`config.mk`:
```
export PLATFORM = sky130hd
export DESIGN_NAME = sensorless_six_step_commutator_core
export DESIGN_NICKNAME = d
export VERILOG_FILES = /design/src/rtl/ssc_pkg.sv /design/src/rtl/sensorless_six_step_commutator_core.sv /design/src/rtl/ssc_step.sv /design/src/rtl/ssc_out_buf.sv
export SDC_FILE = /design/constraint.sdc
export NUM_CORES = 1
export LEC_CHECK = 0
export ABC_AREA = 0
export ABC_CLOCK_PERIOD_IN_PS = 6300
export BUFFER_PORTS_ARGS = -buffer_cell sky130_fd_sc_hd__buf_2
export CAP_MARGIN = 20
export CELL_PAD_IN_SITES_DETAIL_PLACEMENT = 0
export CELL_PAD_IN_SITES_GLOBAL_PLACEMENT = 1
export CORE_MARGIN = 5
export CORE_UTILIZATION = 50
export DETAILED_ROUTE_END_ITERATION = 12
export PLACE_DENSITY = 0.93
export SKIP_CTS_REPAIR_TIMING = 1
export SKIP_LAST_GASP = 1
export SYNTH_ARGS = -nofsm -noshare
export SYNTH_HDL_FRONTEND = slang
export SYNTH_SLANG_ARGS = --single-unit
```
`constraint.sdc`:
```
create_clock -name clk -period 6.3 [get_ports clk]
set_input_delay 1.26 -clock clk [delete_from_list [all_inputs] [get_ports clk]]
set_output_delay 1.26 -clock clk [all_outputs]
set_load 0.01 [all_outputs]
```
`src/rtl/ssc_pkg.sv`:
```
`timescale 1ns / 1ps

package ssc_pkg;

  // switch / phase codes
  localparam logic [1:0] SW_NONE = 2'd0;
  localparam logic [1:0] SW_A    = 2'd1;
  localparam logic [1:0] SW_B    = 2'd2;
  localparam logic [1:0] SW_C    = 2'd3;

  localparam int unsigned NUM_PHASES = 6;
  localparam logic [2:0]  LAST_PHASE = 3'd5;

  // configuration register indexes
  localparam int unsigned CFG_IDX_W = 2;
  localparam logic [CFG_IDX_W-1:0] REG_REVERSE = 2'd0;
  localparam logic [CFG_IDX_W-1:0] REG_BLANK   = 2'd1;

  localparam int unsigned CFG_DATA_W = 8;
  localparam int unsigned IN_DATA_W  = 8;
  localparam int unsigned IN_USER_W  = 2;
  localparam int unsigned OUT_DATA_W = 32;

  typedef enum logic [1:0] {
    OP_SAMPLE = 2'd0,
    OP_TICK   = 2'd1,
    OP_MANUAL = 2'd2,
    OP_LOAD   = 2'd3
  } op_t;

  // drive on commutation, drive without crossing, new sense and edge
  typedef struct packed {
    logic [1:0] hc;
    logic [1:0] lc;
    logic [1:0] hs;
    logic [1:0] ls;
    logic [1:0] sns;
    logic       rise;
  } step_row_t;

  typedef struct packed {
    logic [1:0] hi;
    logic [1:0] lo;
    logic [1:0] sns;
    logic       rise;
  } manual_row_t;

  typedef struct packed {
    logic [2:0] phase;
    logic [1:0] high_sel;
    logic [1:0] low_sel;
    logic [1:0] sense_sel;
    logic       edge_rising;
    logic [7:0] blank_count;
  } ctrl_state_t;

  localparam step_row_t STEP_FWD [0:NUM_PHASES-1] = '{
    '{SW_A, SW_C, SW_A, SW_B, SW_B, 1'b0},
    '{SW_B, SW_C, SW_A, SW_C, SW_A, 1'b1},
    '{SW_B, SW_A, SW_B, SW_C, SW_C, 1'b0},
    '{SW_C, SW_A, SW_B, SW_A, SW_B, 1'b1},
    '{SW_C, SW_B, SW_C, SW_A, SW_A, 1'b0},
    '{SW_A, SW_B, SW_C, SW_B, SW_C, 1'b1}
  };

  localparam step_row_t STEP_REV [0:NUM_PHASES-1] = '{
    '{SW_B, SW_C, SW_B, SW_A, SW_A, 1'b0},
    '{SW_A, SW_C, SW_B, SW_C, SW_B, 1'b1},
    '{SW_A, SW_B, SW_A, SW_C, SW_C, 1'b0},
    '{SW_C, SW_B, SW_A, SW_B, SW_A, 1'b1},
    '{SW_C, SW_A, SW_C, SW_B, SW_B, 1'b0},
    '{SW_B, SW_A, SW_C, SW_A, SW_C, 1'b1}
  };

  localparam manual_row_t MANUAL_FWD [0:NUM_PHASES-1] = '{
    '{SW_A, SW_B, SW_C, 1'b1},
    '{SW_A, SW_C, SW_B, 1'b0},
    '{SW_B, SW_C, SW_A, 1'b1},
    '{SW_B, SW_A, SW_C, 1'b0},
    '{SW_C, SW_A, SW_B, 1'b1},
    '{SW_C, SW_B, SW_A, 1'b0}
  };

  localparam manual_row_t MANUAL_REV [0:NUM_PHASES-1] = '{
    '{SW_B, SW_A, SW_C, 1'b1},
    '{SW_B, SW_C, SW_A, 1'b0},
    '{SW_A, SW_C, SW_B, 1'b1},
    '{SW_A, SW_B, SW_C, 1'b0},
    '{SW_C, SW_B, SW_A, 1'b1},
    '{SW_C, SW_A, SW_B, 1'b0}
  };

endpackage

```
`src/rtl/sensorless_six_step_commutator_core.sv`:
```
`timescale 1ns / 1ps

// channel  | direction | handshake               | payload
// ---------+-----------+-------------------------+---------------------------------
// s_axis   | in        | s_axis_tvalid/tready    | tuser op, tdata sample fields
// m_axis   | out       | m_axis_tvalid/tready    | tdata drive and status word
// cfg      | in        | cfg_valid/cfg_ready     | cfg_index, cfg_data
//
// one word in, one word out; the result is registered at the edge that accepts the input
// a new input word is taken every cycle while the skid stage is empty; state updates in the accept cycle
// the output register plus a one-word skid stage keep input ready while a
// result waits; input stalls only when both hold a word
// rst is synchronous and clears state, configuration and the output buffer
// cfg_ready is always high; writes apply from the next cycle

module sensorless_six_step_commutator_core #(
  parameter int COUNT_WIDTH = 16
) (
  input  logic                           clk,
  input  logic                           rst,
  // input words
  input  logic                           s_axis_tvalid,
  output logic                           s_axis_tready,
  // [0] comp_high, [1] adc_window, [4:2] new_phase, [7:5] zero
  input  logic [ssc_pkg::IN_DATA_W-1:0]  s_axis_tdata,
  // [1:0] op
  input  logic [ssc_pkg::IN_USER_W-1:0]  s_axis_tuser,
  // result words
  output logic                           m_axis_tvalid,
  input  logic                           m_axis_tready,
  // [1:0] high_side, [3:2] low_side, [5:4] sense_select, [6] sense_rising,
  // [9:7] current_phase, [10] commutated, [11] adc_trigger,
  // [27:12] commutation_count, [28] blanking_active, [31:29] zero
  output logic [ssc_pkg::OUT_DATA_W-1:0] m_axis_tdata,
  // configuration writes
  input  logic                           cfg_valid,
  output logic                           cfg_ready,
  input  logic [ssc_pkg::CFG_IDX_W-1:0]  cfg_index,
  input  logic [ssc_pkg::CFG_DATA_W-1:0] cfg_data
);
  import ssc_pkg::*;

  // configuration
  logic       reverse_direction;
  logic [7:0] blank_reload;

  // commutation state
  ctrl_state_t            state;
  ctrl_state_t            state_next;
  logic [COUNT_WIDTH-1:0] commute_total;
  logic [COUNT_WIDTH-1:0] commute_total_next;

  logic                   in_accept;
  logic                   commutated;
  logic                   adc_trigger;
  logic [COUNT_WIDTH+15:0] count_ext;
  logic [OUT_DATA_W-1:0]  result_word;

  assign cfg_ready = 1'b1;
  assign in_accept = s_axis_tvalid & s_axis_tready;

  always_ff @(posedge clk) begin
    if (rst) begin
      reverse_direction <= 1'b0;
      blank_reload      <= 8'd0;
    end else if (cfg_valid && cfg_ready) begin
      case (cfg_index)
        REG_REVERSE: reverse_direction <= cfg_data[0];
        REG_BLANK:   blank_reload      <= cfg_data[7:0];
        default: begin
          // unmapped index, write dropped
        end
      endcase
    end
  end

  ssc_step u_step (
    .state             (state),
    .op                (op_t'(s_axis_tuser[1:0])),
    .comp_high         (s_axis_tdata[0]),
    .adc_window        (s_axis_tdata[1]),
    .new_phase         (s_axis_tdata[4:2]),
    .reverse_direction (reverse_direction),
    .blank_reload      (blank_reload),
    .state_next        (state_next),
    .commutated        (commutated),
    .adc_trigger       (adc_trigger)
  );

  // count wraps at its own width
  assign commute_total_next = commutated ? commute_total + 1'b1 : commute_total;

  always_ff @(posedge clk) begin
    if (rst) begin
      state         <= '0;
      commute_total <= '0;
    end else if (in_accept) begin
      state         <= state_next;
      commute_total <= commute_total_next;
    end
  end

  // low 16 bits of the count, zero filled when the counter is narrower
  assign count_ext = {16'd0, commute_total_next};

  assign result_word = {
    3'd0,
    (state_next.blank_count != 8'd0),
    count_ext[15:0],
    adc_trigger,
    commutated,
    state_next.phase,
    state_next.edge_rising,
    state_next.sense_sel,
    state_next.low_sel,
    state_next.high_sel
  };

  ssc_out_buf u_out_buf (
    .clk       (clk),
    .rst       (rst),
    .in_valid  (s_axis_tvalid),
    .in_ready  (s_axis_tready),
    .in_data   (result_word),
    .out_valid (m_axis_tvalid),
    .out_ready (m_axis_tready),
    .out_data  (m_axis_tdata)
  );

  // stored phase never leaves the six-step range
  a_phase_range: assert property (@(posedge clk) disable iff (rst)
    state.phase <= LAST_PHASE)
    else $error("phase register out of range");

  // a commutation bumps the count by exactly one
  a_count_step: assert property (@(posedge clk) disable iff (rst)
    in_accept && commutated |=> commute_total == $past(commute_total) + 1'b1)
    else $error("commutation count did not advance by one");

  // a commutation reloads blanking from the configured value
  a_blank_reload: assert property (@(posedge clk) disable iff (rst)
    in_accept && commutated |=> state.blank_count == $past(blank_reload))
    else $error("blanking not reloaded at commutation");

  // adc trigger only rides on a commutating word
  a_adc_on_commute: assert property (@(posedge clk) disable iff (rst)
    m_axis_tvalid && m_axis_tdata[11] |-> m_axis_tdata[10])
    else $error("adc trigger without commutation");

endmodule

```
`src/rtl/ssc_step.sv`:
```
`timescale 1ns / 1ps

module ssc_step (
  input  ssc_pkg::ctrl_state_t state,
  input  ssc_pkg::op_t         op,
  input  logic                 comp_high,
  input  logic                 adc_window,
  input  logic [2:0]           new_phase,
  input  logic                 reverse_direction,
  input  logic [7:0]           blank_reload,
  output ssc_pkg::ctrl_state_t state_next,
  output logic                 commutated,
  output logic                 adc_trigger
);
  import ssc_pkg::*;

  logic [2:0]  ph;
  step_row_t   srow;
  manual_row_t mrow;
  logic        expect_high;

  always_comb begin
    ph          = (state.phase <= LAST_PHASE) ? state.phase : 3'd0;
    srow        = reverse_direction ? STEP_REV[ph] : STEP_FWD[ph];
    mrow        = reverse_direction ? MANUAL_REV[ph] : MANUAL_FWD[ph];
    // even phases wait for a rising crossing
    expect_high = ~ph[0];
  end

  always_comb begin
    state_next  = state;
    commutated  = 1'b0;
    adc_trigger = 1'b0;
    case (op)
      OP_SAMPLE: begin
        if (state.blank_count == 8'd0) begin
          if (comp_high == expect_high) begin
            state_next.high_sel    = srow.hc;
            state_next.low_sel     = srow.lc;
            state_next.sense_sel   = srow.sns;
            state_next.edge_rising = srow.rise;
            state_next.phase       = (ph == LAST_PHASE) ? 3'd0 : ph + 3'd1;
            state_next.blank_count = blank_reload;
            commutated             = 1'b1;
            adc_trigger            = adc_window;
          end else begin
            state_next.high_sel = srow.hs;
            state_next.low_sel  = srow.ls;
          end
        end
      end
      OP_TICK: begin
        if (state.blank_count != 8'd0) begin
          state_next.blank_count = state.blank_count - 8'd1;
        end
      end
      OP_MANUAL: begin
        state_next.high_sel    = mrow.hi;
        state_next.low_sel     = mrow.lo;
        state_next.sense_sel   = mrow.sns;
        state_next.edge_rising = mrow.rise;
      end
      OP_LOAD: begin
        if (new_phase <= LAST_PHASE) begin
          state_next.phase = new_phase;
        end
      end
      default: begin
        state_next = state;
      end
    endcase
  end

endmodule

```
`src/rtl/ssc_out_buf.sv`:
```
`timescale 1ns / 1ps

module ssc_out_buf (
  input  logic                           clk,
  input  logic                           rst,
  input  logic                           in_valid,
  output logic                           in_ready,
  input  logic [ssc_pkg::OUT_DATA_W-1:0] in_data,
  output logic                           out_valid,
  input  logic                           out_ready,
  output logic [ssc_pkg::OUT_DATA_W-1:0] out_data
);
  import ssc_pkg::*;

  logic                  main_valid;
  logic [OUT_DATA_W-1:0] main_data;
  logic                  skid_valid;
  logic [OUT_DATA_W-1:0] skid_data;
  logic                  push;
  logic                  pop;

  assign in_ready  = ~skid_valid;
  assign out_valid = main_valid;
  assign out_data  = main_data;
  assign push      = in_valid & in_ready;
  assign pop       = main_valid & out_ready;

  always_ff @(posedge clk) begin
    if (rst) begin
      main_valid <= 1'b0;
      skid_valid <= 1'b0;
    end else if (skid_valid) begin
      if (pop) begin
        main_valid <= 1'b1;
        skid_valid <= 1'b0;
      end
    end else if (push) begin
      if (!main_valid || pop) begin
        main_valid <= 1'b1;
      end else begin
        skid_valid <= 1'b1;
      end
    end else if (pop) begin
      main_valid <= 1'b0;
    end
  end

  // payload moves alongside the valid bits above
  always_ff @(posedge clk) begin
    if (skid_valid) begin
      if (pop) begin
        main_data <= skid_data;
      end
    end else if (push) begin
      if (!main_valid || pop) begin
        main_data <= in_data;
      end else begin
        skid_data <= in_data;
      end
    end
  end

endmodule
```
==> flow_metrics.env, run 1 <==
export IMPL_cts_tree="done"
export IMPL_crit_start="s_axis_tuser[0]"
export IMPL_slew_violations=0
export IMPL_grt_pass1_vias=3521
export IMPL_area_growth_pct=10.1
export IMPL_clock_latency_ns=0.36
export IMPL_gp_congestion=0.887
export IMPL_diodes=0
export IMPL_gr_usage_all_layers_pct=16.6
export IMPL_fmax_mhz=281
export IMPL_drt_antenna_violating_nets=0
export IMPL_fillers=901
export IMPL_p_leak_uw=0.00224
export IMPL_drive_gt1_share_pct=23.0
export IMPL_drc_errors=0
export IMPL_firstDrtPassIters=5
export IMPL_final_setup_skew_ns=0.0129
export IMPL_root_buffer="clkbuf_8"
export IMPL_critPathLaunchType="primary input"
export IMPL_p_per_area_nw_per_um2=242
export IMPL_synth_distinct_cells=67
export IMPL_async_flop_share_pct=0
export IMPL_stdcell_count=671
export IMPL_dp_cells=655
export IMPL_worst_ep_arrival_time_ns=3.67
export IMPL_worstSetupPathType="in -> reg"
export IMPL_viasPerCell=5.61
export IMPL_required_ns=6.41
export IMPL_dieWidth_um=113
export IMPL_tightest_slew_ns=0.888
export IMPL_grt_max_degree=46
export IMPL_yosysSeqAreaShare_pct=50.2
export IMPL_power_switching_share_pct=28.3
export IMPL_cp_max_fo=16
export IMPL_p_seq_share_pct=55.2
export IMPL_multi_input_area_um2=2420
export IMPL_holdWs_ns=0.500
export IMPL_antenna_found_initial=0
export IMPL_dieHeight_um=113
export IMPL_r2r_slack_ns=3.19
export IMPL_finalHoldViolations=0
export IMPL_fin_crit_sh_pct=56.5
export IMPL_p_clk_share_pct=27.9
export IMPL_syn_inst=491
export IMPL_vdd_drop_max_uv=105
export IMPL_grt_pass1_wl_um=17200
export IMPL_synth_edff_count=58
export IMPL_core_area_um2=10300
export IMPL_cts_sinks=103
export IMPL_p_total_uw=1400
export IMPL_hold_path_class="reg -> reg"
export IMPL_wl_per_cell_um=15.5
export IMPL_synth_area_um2=5270
export IMPL_power_switching_uw=397
export IMPL_start_util_pct=51.0
export IMPL_synth_avg_cell_area_um2=10.7
export IMPL_yosys_most_used_dff="edfxtp_1"
export IMPL_finish_net_count=569
export IMPL_drt_initial_drc_count=205
export IMPL_p_comb_share_pct=16.9
export IMPL_dieArea_um2=12700
export IMPL_yosysWarnings=0
export IMPL_fp_row_count=37
export IMPL_clk_path_buf_depth=2
export IMPL_grt_ovfl_total=0
export IMPL_setup_tns_ns=0
export IMPL_wirelength_um=10400
export IMPL_cts_htree_levels=3
export IMPL_max_slew_margin_pct=40.5
export IMPL_status="finished clean"
export IMPL_rsz0062_at_grt="false"
export IMPL_io_buffers=52
export IMPL_r2r_start="state[16]$_SDFFE_PP0P_"
export IMPL_intPower_uw=1000
export IMPL_dr_total_vias=3764
export IMPL_synth_seq_cells=103
export IMPL_cts_buffers=9
export IMPL_setup_viol=0
export IMPL_place_hpwl_um=7310
export IMPL_regArea_um2=2640
export IMPL_fin_crit_ns=3.56
export IMPL_maxCapViolations=0
export IMPL_hp_start="state[8]$_SDFFE_PP0P_"
export IMPL_io_pins=60
export IMPL_critPathCaptureType="flop"
export IMPL_clkTransAtPathRegs_ns=0.10
registers in the layout (all words and copies together) (netlist names):
register and count:
commute_total 16, state 18, u_out_buf.skid_valid 1, u_out_buf.out_valid 1, u_out_buf.out_data 29, reverse_direction 1
blank_reload 8, u_out_buf.skid_data 29
layer usage:
layer,up-vias,part of all wire (%),global-route usage (%)
met3,14,5.9,3.88
met1,1770,45,22.2
li1,1867,-,-
met4,0,1.5,4.41
met2,113,47,27.1
met5,-,0,0
cell usage in the layout (no fill, tap or decap), drive strengths merged, types with 2 or more instances in the layout:
master	instances
a211o	3
a211oi	13
a21oi	21
a221o	4
a221oi	4
a22oi	2
a311oi	2
a31oi	4
and3	8
buf	56
clkbuf	10
clkinv	5
clkinvlp	2
conb	4
dfxtp	45
edfxtp	58
ha	14
inv	21
mux2	30
mux2i	10
nand2	19
nand2b	2
nand3	18
nand3b	2
nand4	8
nor2	65
nor2b	2
nor3	12
nor4	4
o211ai	2
o21a	9
o21ai	15
o311ai	4
o31ai	3
o41ai	3
or4	3
or4b	2
xnor2	15
xor2	17
synthesized netlist by cell type (3+ instances only):
cell type	count	area share, %
nor2_1	64	4.6
buf_4	6	0.85
nand4_1	8	0.95
ha_1	14	3.3
mux2i_1	10	1.9
o21ai_0	11	1.0
buf_1	4	0.28
o21a_1	9	1.3
inv_1	19	1.4
mux2_2	29	6.2
nand3_1	16	1.5
a21oi_1	21	2.0
a211oi_1	13	1.9
xnor2_1	14	2.3
nand2_1	19	1.4
or4_1	3	0.43
nor3_1	10	0.95
o31ai_1	3	0.43
a31oi_1	4	0.47
a221o_1	4	0.76
edfxtp_1	58	33
clkbuf_1	18	1.3
a211o_1	3	0.50
dfxtp_1	45	17
and3_1	8	0.95
xor2_1	17	2.8
a221oi_1	4	0.66
power by group through the flow:
stage	clock [uW]	combinational [uW]	sequential, uW
detailed placement	0	236	790
CTS	399	237	774
global route	433	261	780
finish	390	237	774
floorplan	0	164	796
global placement	0	231	788
cells by family after synthesis:
logic type                 share of synthesized area, %
AOI/OAI and AO/OA                                  12.9
xor gates and xnor gates                           5.46
adders and majority gates                          3.32
buffers and inverters                              4.18
DFF                                                50.2
muxes                                              8.38
other                                             0.143
and+or+nand+nor                                    15.4
path summary, 6_finish.rpt:
check                                     endpoint  cells past startpoint
setup / recovery  u_out_buf.out_data[27]$_DFFE_PP_                      8
hold / removal               state[8]$_SDFFE_PP0P_                      2
setup reg to reg   u_out_buf.out_data[5]$_DFFE_PP_                      9
hold reg to reg              state[8]$_SDFFE_PP0P_                      2
critical path, stage by stage:
cell and delay [ns]:
buf_2 0.11, inv_1 0.08, ha_1 0.67, nand3_2 0.43
nor4_4 0.49, nand3_1 0.17, xnor2_1 0.17, mux2_2 0.27
per-stage QoR:
stage / util [%] / setup slack (ns) / instance area [um2]
2_1_floorplan: - / 2.50 / 5280
3_3_place_gp: 54.3 / 2.47 / 5610
3_5_place_dp: 54.3 / 2.42 / 5610
4_1_cts: 56.2 / 2.81 / 5800
5_1_grt: 56.2 / 2.67 / 5800
6_report: 56.2 / 2.74 / 5800
final cells by class:
type	instances	area share, %
clock buffers	10	2.37
clock inverters	6	0.992
inverters	22	1.42
multi-input cells	338	41.7
flip-flops and latches	103	45.6
well taps	136	2.93
repair buffers	56	5.00
Power figures use the tool's default switching activity.
==> run 2, diff against run 1 <==
Settings changed: ABC_CLOCK_PERIOD_IN_PS 6300 to 3200, CORE_UTILIZATION 50 to 42, PLACE_DENSITY 0.93 to 0.84.
Clock period 6.3 ns to 3.2 ns, I/O delays scaled along.
==> flow_metrics.env, run 2 (synthesis results as in run 1) <==
export IMPL_drc_errors=0
export IMPL_diodes=0
export IMPL_firstDrtPassIters=4
export IMPL_reg2regPathDepth=9
export IMPL_fp_row_count=41
export IMPL_core_area_um2=12500
export IMPL_critical_path_cell_chain="inv_1 > ha_1 > or4b_4 > nor2_8 > nand3_4 > inv_2 > nor2_1 > a221o_1 > mux2_4"
export IMPL_dieHeight_um=122
export IMPL_io_pins=60
export IMPL_final_setup_skew_ns=0.0144
export IMPL_cp_top_family="simple AND/OR/NAND/NOR gates"
export IMPL_fin_crit_sh_pct=89.9
export IMPL_required_ns=3.29
export IMPL_layout_commonest_cell="nor2_1"
export IMPL_worst_path_buf_inv=2
export IMPL_cp_max_fo=13
export IMPL_hp_start="state[8]$_SDFFE_PP0P_"
export IMPL_tightest_slew_ns=0.946
export IMPL_holdWs_ns=0.512
export IMPL_slew_violations=0
export IMPL_fmax_mhz=348
export IMPL_cp_slowest_stage_delay_ns=0.56
export IMPL_cts_htree_levels=3
export IMPL_drive_gt1_share_pct=23.8
export IMPL_cts_tree="done"
export IMPL_dpl_cell_area_um2=5700
export IMPL_wl_per_cell_um=15.4
export IMPL_hold_path_class="reg -> reg"
export IMPL_grt_pass1_vias=3700
export IMPL_finalHoldViolations=0
export IMPL_worst_ep_arrival_time_ns=2.97
export IMPL_p_leak_uw=0.00233
export IMPL_dr_total_vias=3864
export IMPL_clock_latency_ns=0.35
export IMPL_r2r_slack_ns=0.32
export IMPL_drt_antenna_violating_nets=0
export IMPL_final_util_pct=48.1
export IMPL_critPathLaunchType="flop"
export IMPL_gr_usage_all_layers_pct=15.5
export IMPL_maxCapViolations=0
export IMPL_crit_start="state[0]$_SDFFE_PP0P_"
export IMPL_p_per_area_nw_per_um2=517
export IMPL_r2r_start="state[0]$_SDFFE_PP0P_"
export IMPL_cts_buffers=9
export IMPL_worstSetupPathType="reg -> reg"
export IMPL_clkTransAtPathRegs_ns=0.06
export IMPL_dieWidth_um=122
export IMPL_fin_area_um2=6000
export IMPL_reg2reg_to="u_out_buf.out_data[5]$_DFFE_PP_"
export IMPL_p_total_uw=3110
export IMPL_holdPathStages=2
export IMPL_gp_congestion=0.818
export IMPL_viasPerCell=5.41
export IMPL_dieArea_um2=14900
export IMPL_rsz0062_at_grt="false"
export IMPL_setup_viol=0
export IMPL_grt_pass1_wl_um=18200
export IMPL_cts_sinks=103
export IMPL_root_buffer="clkbuf_16"
export IMPL_grt_ovfl_total=0
export IMPL_fin_crit_ns=2.88
export IMPL_vdd_drop_max_uv=284
export IMPL_grt_max_degree=46
export IMPL_place_hpwl_um=7760
export IMPL_clk_path_buf_depth=2
export IMPL_start_util_pct=42.3
export IMPL_setup_tns_ns=0
export IMPL_wirelength_um=11000
export IMPL_io_buffers=52
export IMPL_critPathCaptureType="flop"
export IMPL_max_slew_margin_pct=36.6
export IMPL_antenna_found_initial=0
export IMPL_min_to="state[8]$_SDFFE_PP0P_"
export IMPL_drt_initial_drc_count=223
export IMPL_layout_common_cells="nor2_1 (64), edfxtp_1 (58), buf_2 (52)"
export IMPL_status="finished clean"
export IMPL_finish_net_count=576
export IMPL_crit_slowest_cell="or4b_4"
export IMPL_area_growth_pct=13.9
run 2: cell types whose count changed in the layout (fill, tap and decap cells not counted):
cell	before	now
clkinv_4	3	0
bufinv_16	0	1
clkbuf_8	10	1
clkinv_8	1	0
inv_6	0	1
buf_4	4	11
clkbuf_16	0	9
clkbuf_1	0	1
clkinvlp_4	2	1
clkinv_2	0	2
run 2: how the worst max path moves through the flow:
stage,end,slack (ns),cells after the start
detailed placement,u_out_buf.out_data[28]$_DFFE_PP_,0.32,9
global route,u_out_buf.out_data[25]$_DFFE_PP_,0.15,8
CTS,u_out_buf.out_data[5]$_DFFE_PP_,0.35,9
global placement,u_out_buf.out_data[28]$_DFFE_PP_,0.35,9
floorplan,u_out_buf.out_data[0]$_DFFE_PP_,0.02,5
finish,u_out_buf.out_data[5]$_DFFE_PP_,0.32,9
run 2: worst min-delay path: cells and delay by family (launching register included):
family	cells	cell delay (ns)
simple gates	1	0.07
compound gates	1	0.05
flops	1	0.35
run 2: metrics by stage:
stage	cells	worst slack, ns
2_1_floorplan	493	0.0200
3_3_place_gp	698	0.346
3_5_place_dp	698	0.321
4_1_cts	714	0.354
5_1_grt	714	0.145
6_report	714	0.323
run 2: power breakdown:
group | switching (uW) | internal (uW)
Sequential | 43.8 | 1480
Combinational | 289 | 188
Clock | 473 | 628
run 2: cell type report:
cell class / count / area, um2
inverters: 22 / 82.6
clock inverters: 5 / 56.3
clock buffers: 11 / 243
repair buffers: 63 / 343
multi-input cells: 338 / 2420
fillers: 1146 / 6460
well taps: 172 / 215
flip-flops and latches: 103 / 2640
run 2: per-layer routing:
layer  GRT usage, %  part of all wire, %  up-vias
li1               -                    -     1888
met1           19.9                   46     1847
met2           25.5                   47      110
met3           2.51                  4.4       19
met4           7.35                  2.8        0
met5              0                    0        -
==> run 3, diff against run 2 <==
Settings changed: ABC_CLOCK_PERIOD_IN_PS 3200 to 2350.
Clock period 3.2 ns to 2.35 ns, I/O delays scaled along.
==> flow_metrics.env, run 3 (synthesis results as in run 1) <==
export IMPL_slew_violations=0
export IMPL_fmax_mhz=398
export IMPL_cts_sinks=103
export IMPL_root_buffer="clkbuf_16"
export IMPL_dieWidth_um=122
export IMPL_setup_tns_ns=-0.932
export IMPL_layout_common_cells="buf_4 (90), nor2_1 (62), edfxtp_1 (58)"
export IMPL_io_buffers=52
export IMPL_clkTransAtPathRegs_ns=0.07
export IMPL_required_ns=2.45
export IMPL_finalHoldViolations=0
export IMPL_worstSetupPathType="reg -> reg"
export IMPL_power_switching_share_pct=26.8
export IMPL_cts_htree_levels=3
export IMPL_critPathCaptureType="flop"
export IMPL_finish_net_count=665
export IMPL_viasPerCell=5.25
export IMPL_place_hpwl_um=9110
export IMPL_io_pins=60
export IMPL_holdPathStages=2
export IMPL_hp_start="m_axis_tready"
export IMPL_diodes=0
export IMPL_status="complete, but fails checks"
export IMPL_core_area_um2=12500
export IMPL_violations="negative setup slack"
export IMPL_clock_latency_ns=0.35
export IMPL_r2r_start="state[0]$_SDFFE_PP0P_"
export IMPL_fp_row_count=41
export IMPL_area_growth_pct=32.7
export IMPL_p_clk_share_pct=32.8
export IMPL_dp_slack_ns=-0.215
export IMPL_fin_crit_sh_pct=107
export IMPL_grt_ovfl_total=0
export IMPL_drt_initial_drc_count=209
export IMPL_finalWorstSetupSlack_ns=-0.164
export IMPL_grt_max_degree=28
export IMPL_drc_errors=0
export IMPL_min_to="u_out_buf.skid_valid$_SDFF_PP0_"
export IMPL_gr_usage_all_layers_pct=17.3
export IMPL_max_slew_margin_pct=51.4
export IMPL_critPathLaunchType="flop"
export IMPL_dr_total_vias=4217
export IMPL_r2r_slack_ns=-0.16
export IMPL_worst_ep_arrival_time_ns=2.62
export IMPL_wl_per_cell_um=16.0
export IMPL_reg2regPathDepth=10
export IMPL_vdd_drop_max_uv=333
export IMPL_p_comb_share_pct=21.4
export IMPL_start_util_pct=42.3
export IMPL_maxCapViolations=0
export IMPL_drive_gt1_share_pct=39.5
export IMPL_power_switching_uw=1210
export IMPL_rsz0062_at_grt="true"
export IMPL_hold_path_class="in -> reg"
export IMPL_p_leak_uw=0.00291
export IMPL_dieHeight_um=122
export IMPL_dieArea_um2=14900
export IMPL_gp_congestion=0.857
export IMPL_reg2reg_to="u_out_buf.out_data[13]$_DFFE_PP_"
export IMPL_setup_viol=12
export IMPL_clk_path_buf_depth=2
export IMPL_final_setup_skew_ns=0.00783
export IMPL_cts_buffers=9
export IMPL_layout_commonest_cell="buf_4"
export IMPL_wirelength_um=12800
export IMPL_p_seq_share_pct=45.9
export IMPL_cts_tree="done"
export IMPL_grt_pass1_wl_um=20100
export IMPL_intPower_uw=3310
export IMPL_drt_antenna_violating_nets=0
export IMPL_firstDrtPassIters=4
export IMPL_cp_max_fo=6
export IMPL_p_per_area_nw_per_um2=646
export IMPL_grt_pass1_vias=4109
export IMPL_fin_crit_ns=2.51
export IMPL_antenna_found_initial=0
export IMPL_tightest_slew_ns=0.727
run 3: worst max-delay path, stage by stage, from the launching register on:
cell	delay, ns
dfxtp_2	0.33
inv_2	0.07
ha_4	0.13
or4b_4	0.50
buf_12	0.16
nor2_8	0.16
nand3_4	0.11
inv_6	0.10
buf_6	0.13
mux2_4	0.32
mux2_4	0.26
run 3: layout make-up:
| class | count | area [um2] |
|---|---|---|
| Inverter | 22 | 90.1 |
| Multi-Input combinational cell | 338 | 2680 |
| Clock buffer | 13 | 272 |
| Timing Repair Buffer | 152 | 1070 |
| Fill cell | 1082 | 5480 |
| Tap cell | 172 | 215 |
| Clock inverter | 3 | 22.5 |
| Sequential cell | 103 | 2650 |
run 3: power groups by stage:
stage,Clock (uW),Combinational (uW),Sequential (uW)
4_1_cts,1510,833,2070
6_report,1480,965,2070
5_1_grt,1570,1040,2080
3_3_place_gp,0,810,2110
3_5_place_dp,0,829,2110
2_1_floorplan,0,448,2140
run 3: worst max path at each step:
stage | start | to | slack, ns
after global routing | state[0]$_SDFFE_PP0P_ | u_out_buf.out_data[28]$_DFFE_PP_ | -0.28
after CTS | state[0]$_SDFFE_PP0P_ | u_out_buf.out_data[28]$_DFFE_PP_ | -0.16
final | state[0]$_SDFFE_PP0P_ | u_out_buf.out_data[13]$_DFFE_PP_ | -0.16
after floorplan | state[0]$_SDFFE_PP0P_ | u_out_buf.out_data[13]$_DFFE_PP_ | -0.0001
after global placement | s_axis_tuser[1] | u_out_buf.out_data[28]$_DFFE_PP_ | -0.18
after detailed placement | s_axis_tuser[1] | u_out_buf.out_data[28]$_DFFE_PP_ | -0.21
run 3: metal layers:
layer / vias to the layer above / track usage (%) / wire length [um]
met3: 22 / 2.92 / 438
met2: 79 / 29.5 / 6470
li1: 2061 / - / -
met1: 2055 / 21.2 / 5600
met5: - / 0 / 0
met4: 0 / 8.33 / 336
run 3: metrics by stage:
stage	instances	util, %	cell area, um2	hold slack, ns	power (uW)
6_report	803	56.1	6990	0.342	4520
5_1_grt	803	56.1	6990	0.342	4700
4_1_cts	785	52.8	6580	0.332	4410
3_5_place_dp	769	50.4	6290	0.482	2940
3_3_place_gp	769	50.4	6290	0.474	2920
2_1_floorplan	493	-	5320	0.459	2580
